--- src/hdl/huffman_tree_load_and_decode_unit_defines.svh ---
// Assertion macros used by the decoder's top module.
`ifndef HUFFMAN_TREE_LOAD_AND_DECODE_UNIT_DEFINES_SVH
`define HUFFMAN_TREE_LOAD_AND_DECODE_UNIT_DEFINES_SVH
`ifndef ASSERT_OFF
`define HTD_ASSERT(label, clk, rst_n, prop, msg) \
  label: assert property (@(posedge clk) disable iff (!rst_n) (prop)) else $error(msg);
`define HTD_ASSERT_NORST(label, clk, prop, msg) \
  label: assert property (@(posedge clk) (prop)) else $error(msg);
`else
`define HTD_ASSERT(label, clk, rst_n, prop, msg)
`define HTD_ASSERT_NORST(label, clk, prop, msg)
`endif
`endif

--- src/hdl/htd_pkg.sv ---
package htd_pkg;

  localparam int unsigned NodeSlotsDefault  = 512;
  localparam int unsigned StackSlotsDefault = 256;

  localparam logic [1:0] OpDesc = 2'd0;
  localparam logic [1:0] OpData = 2'd1;
  localparam logic [1:0] OpEnd  = 2'd2;

  localparam logic [2:0] KindSymbol     = 3'd0;
  localparam logic [2:0] KindLoaded     = 3'd1;
  localparam logic [2:0] KindTreeErr    = 3'd2;
  localparam logic [2:0] KindComplete   = 3'd3;
  localparam logic [2:0] KindIncomplete = 3'd4;

  localparam logic [7:0] TokLeaf = 8'h31;
  localparam logic [7:0] TokJoin = 8'h30;

  typedef enum logic [2:0] {
    PhToken,
    PhLiteral,
    PhDecode,
    PhDone,
    PhFail
  } phase_e;

  typedef enum logic [3:0] {
    StIdle,
    StPop1,
    StPop2,
    StJoinWr,
    StLoaded,
    StBitRd,
    StBitEval,
    StSend,
    StFlush,
    StSendDone
  } ctrl_e;

endpackage

--- src/hdl/htd_stack_mem.sv ---
// Build stack: one write port, one registered read port.
module htd_stack_mem #(
  parameter int unsigned StackSlots = htd_pkg::StackSlotsDefault,
  parameter int unsigned DataW = 9,
  localparam int unsigned AddrW = $clog2(StackSlots)
) (
  input  logic             clk_i,
  input  logic             we_i,
  input  logic [AddrW-1:0] waddr_i,
  input  logic [DataW-1:0] wdata_i,
  input  logic [AddrW-1:0] raddr_i,
  output logic [DataW-1:0] rdata_o
);

  logic [DataW-1:0] mem_q [StackSlots];

  always_ff @(posedge clk_i) begin
    if (we_i) begin
      mem_q[waddr_i] <= wdata_i;
    end
    rdata_o <= mem_q[raddr_i];
  end

endmodule

--- config.mk ---
export PLATFORM = sky130hd
export DESIGN_NAME = htd_stack_mem
export DESIGN_NICKNAME = d
export VERILOG_FILES = /design/src/hdl/huffman_tree_load_and_decode_unit_defines.svh /design/src/hdl/htd_pkg.sv /design/src/hdl/htd_stack_mem.sv
export SDC_FILE = /design/constraint.sdc
export NUM_CORES = 2
export LEC_CHECK = 0
export ABC_AREA = 0
export BUFFER_PORTS_ARGS = -buffer_cell sky130_fd_sc_hd__buf_2
export CAP_MARGIN = 20
export CORE_ASPECT_RATIO = 0.7
export CORE_MARGIN = 5
export CORE_UTILIZATION = 28
export DETAILED_ROUTE_END_ITERATION = 12
export GPL_ROUTABILITY_DRIVEN = 1
export GPL_TIMING_DRIVEN = 0
export PLACE_DENSITY = 0.52
export REMOVE_ABC_BUFFERS = 1
export SLEW_MARGIN = 0
export SYNTH_ARGS = -nofsm -noshare
export SYNTH_HDL_FRONTEND = slang
export SYNTH_SLANG_ARGS = --single-unit
--- constraint.sdc ---
create_clock -name clk_i -period 5.95 [get_ports clk_i]
set_clock_uncertainty 0.15 [all_clocks]
set_input_delay 1.785 -clock clk_i [delete_from_list [all_inputs] [get_ports clk_i]]
set_output_delay 1.785 -clock clk_i [all_outputs]
set_load 0.005 [all_outputs]
==> metrics.txt <==
status finished, final reports clean; most common cell after layout, fill and taps aside edfxtp_1; Wirelength per Cell 27.3 um; Synth cell types 57; io pins 36; clock share of power 0.402; Worst setup SP type input pin; Tmin final 5910 ps; I/O Buffers 35; Cell Area, Synth 0.0893 mm^2; GR met3 Demand/Resource 0.0405; Yosys top cell by area edfxtp_1; Fin Setup TNS 0 ps; global-route wire length before repair 334 mm; RSZ-0062 raised after global routing false; # Max-Cap Violations 0; largest net degree at the start of global routing 145; routability cong. 0.759; final wirelength 238 mm; top-area cell type share of the netlist area 0.775; switching part of the total power 0.215; Max stage delay cell, worst path nor4_1; CTS tree done; Pleak 30.7 nW; CTS Hold Bufs 0; grt met1 use 0.219; grt peak-use layer met1; clock slew at reported path FFs 70 ps; grt met2 use 0.192; CP max stage delay 750 ps; vias 43800; FP Rows 173; DRC viols 0; most prevalent standard cell on the critical path buf_16; WP data required 6470 ps; number of flops mapped to enable cells by yosys 2304; f_max 169 MHz; post-route ant nets 0; count of final setup violators 0; worst-path cell chain buf_8 -> buf_16 -> buf_16 -> buf_16 -> buf_16 -> mux4_2 -> a22oi_1 -> a21oi_1 -> nor4_2 -> buf_4 -> nor4_1; warnings from Yosys 0; Pwr Density 323 mW/mm^2; share of layout cells above drive strength 1 0.210; sw power 7.08 mW; Logic pwr share 0.052; htree depth 4; Synth Register Bits 2313; FF-to-FF setup slack 2700 ps; asr flop ratio synth 0; synth top area cells edfxtp_1 (77%), mux4_2 (12%), mux2i_1 (2.0%); crit end category flip-flop; global router's overall resource usage 0.140; Post-Syn Instances 4237; Setup CP Type in2reg; drt initial violations 5248; Max Root-Sink Buffers 4; most frequent cells in the layout edfxtp_1 (2304), mux4_2 (467), nor2_1 (303), clkbuf_16 (218), mux2i_1 (177); CP Max Fanout 98; Setup WS pre-CTS -1270 ps; slew margin rel. 0.195; total grt overflow 0; starting density of the core 0.281; initial antenna violation count 24; Vias/cell 5.03; worst skew pair latency 860 ps; vias in the first global route 43100; drt pass-1 iters 6; fin crit share 0.993; area of the core 0.318 mm^2; Mean Syn Cell Area 21.1 um^2; CP arrival 6430 ps; DIE WIDTH 685 um; Root Buffer clkbuf_16; Reg power frac 0.545; Slew Viols, Final 0; hpwl dp 148 mm; predominant post-synthesis flop cell edfxtp_1; DIE AREA 0.330 mm^2; worst hold path cell count 5; Die Y 482 um; Worst-Margin Slew 1200 ps; total CTS buffers 216; Area Growth Syn to Fin 14.3%; cells on worst reg2reg path 6; Sink Count 2313; PnR worst setup slack 38.7 ps; Post-CTS Setup Repair Bufs 0; worst vdd ir 0.244 mV; min-delay worst type reg2reg; final hold vios 0; register area share after synthesis 0.777; nets 4379; Internal Power 25.9 mW
logic make-up (layout without fill, tap and decap cells):
family,Yosys count,count (layout),synth area share
AOI/OAI and AO/OA,489,489,0.0375
buffers and inverters,261,540,0.0175
DFF,2313,2313,0.777
muxes,674,674,0.143
other,0,9,0
and+or+nand+nor,500,500,0.0250
worst max-delay path, delay by kind of cell:
kind | cells | cell delay (ps)
AO/OA/AOI/OAI | 2 | 590
buffers and inverters | 6 | 2240
multiplexers | 1 | 340
AND/OR/NAND/NOR | 2 | 840
layout make-up:
cell class	count	area, um^2
timing repair buffer	156	2300
antenna	9	22.5
sequential	2313	69400
clock inverter	91	769
tap	4200	5260
fill	29900	216000
inverter	2	7.51
multi-input combinational	1663	18500
clock buffer	291	5790
metal layers:
| layer | vias to the layer above | wire [um] |
|---|---|---|
| met5 | - | 13 |
| li1 | 18000 | - |
| met1 | 23800 | 113000 |
| met4 | 2 | 3730 |
| met3 | 305 | 22900 |
| met2 | 1710 | 98300 |
state kept, by name, indices dropped and copies added, names as in the netlist:
| register | flops |
|---|---|
| mem_q | 2304 |
| rdata_o | 9 |
cells in the mapped netlist, types with 3 or more instances:
cell type and n:
nand4_1 11, and3_1 3, mux2i_1 177, nand2b_1 9
a31oi_1 10, a311oi_1 3, o31a_1 8, a32oi_1 3
o21ai_0 31, nor2_1 305, o221ai_1 35, dfxtp_1 9
clkbuf_1 120, a22o_1 8, mux2_2 21, nand3b_1 3
or2_2 4, mux4_2 467, buf_12 5, nor4_1 27
nor3b_1 3, o22ai_1 65, o21ai_1 5, buf_4 28
o32ai_1 3, nor3_1 21, a22oi_1 174, edfxtp_1 2304
a211o_1 3, nand2_1 40, buf_6 26, a21oi_1 98
a211oi_1 26, buf_2 54, a221oi_1 11, buf_8 12
and3b_1 4, buf_1 14, nor2b_1 28, mux4_1 9
nand3_1 31
final timing paths:
kind / startpoint / end
max reg2reg: mem_q[114][4] / rdata_o[4]
max: raddr_i[1] / rdata_o[6]
min: mem_q[230][0] / rdata_o[0]
min reg2reg: mem_q[230][0] / rdata_o[0]
metrics by stage:
stage               instance area, um^2  total power, mW  cells  hold WS (ps)   util
floorplan                         87700             18.9   3978           612      -
global placement                  93200             20.6   8213           935  0.293
detailed placement                95200             20.0   8310           955  0.300
CTS                              102000             33.2   8693           985  0.321
global route                     102000             34.0   8716          1060  0.321
finish                           102000             33.0   8725           969  0.321
power by group through the flow:
stage	Sequential, mW	Clock [mW]	Combinational, mW
floorplan	18.3	0	0.621
global placement	18.4	0	2.19
detailed placement	18.3	0	1.72
CTS	18.0	13.5	1.74
global route	18.0	14.2	1.83
finish	18.0	13.3	1.73
repair_timing:
action | 4_1_cts | 5_1_grt
cloned | 1 | 0
resized for setup | 4 | 1
setup endpoints to repair | 5 | 1
pin swaps | 0 | 0
No activity file was read; power rests on OpenSTA's default activity.
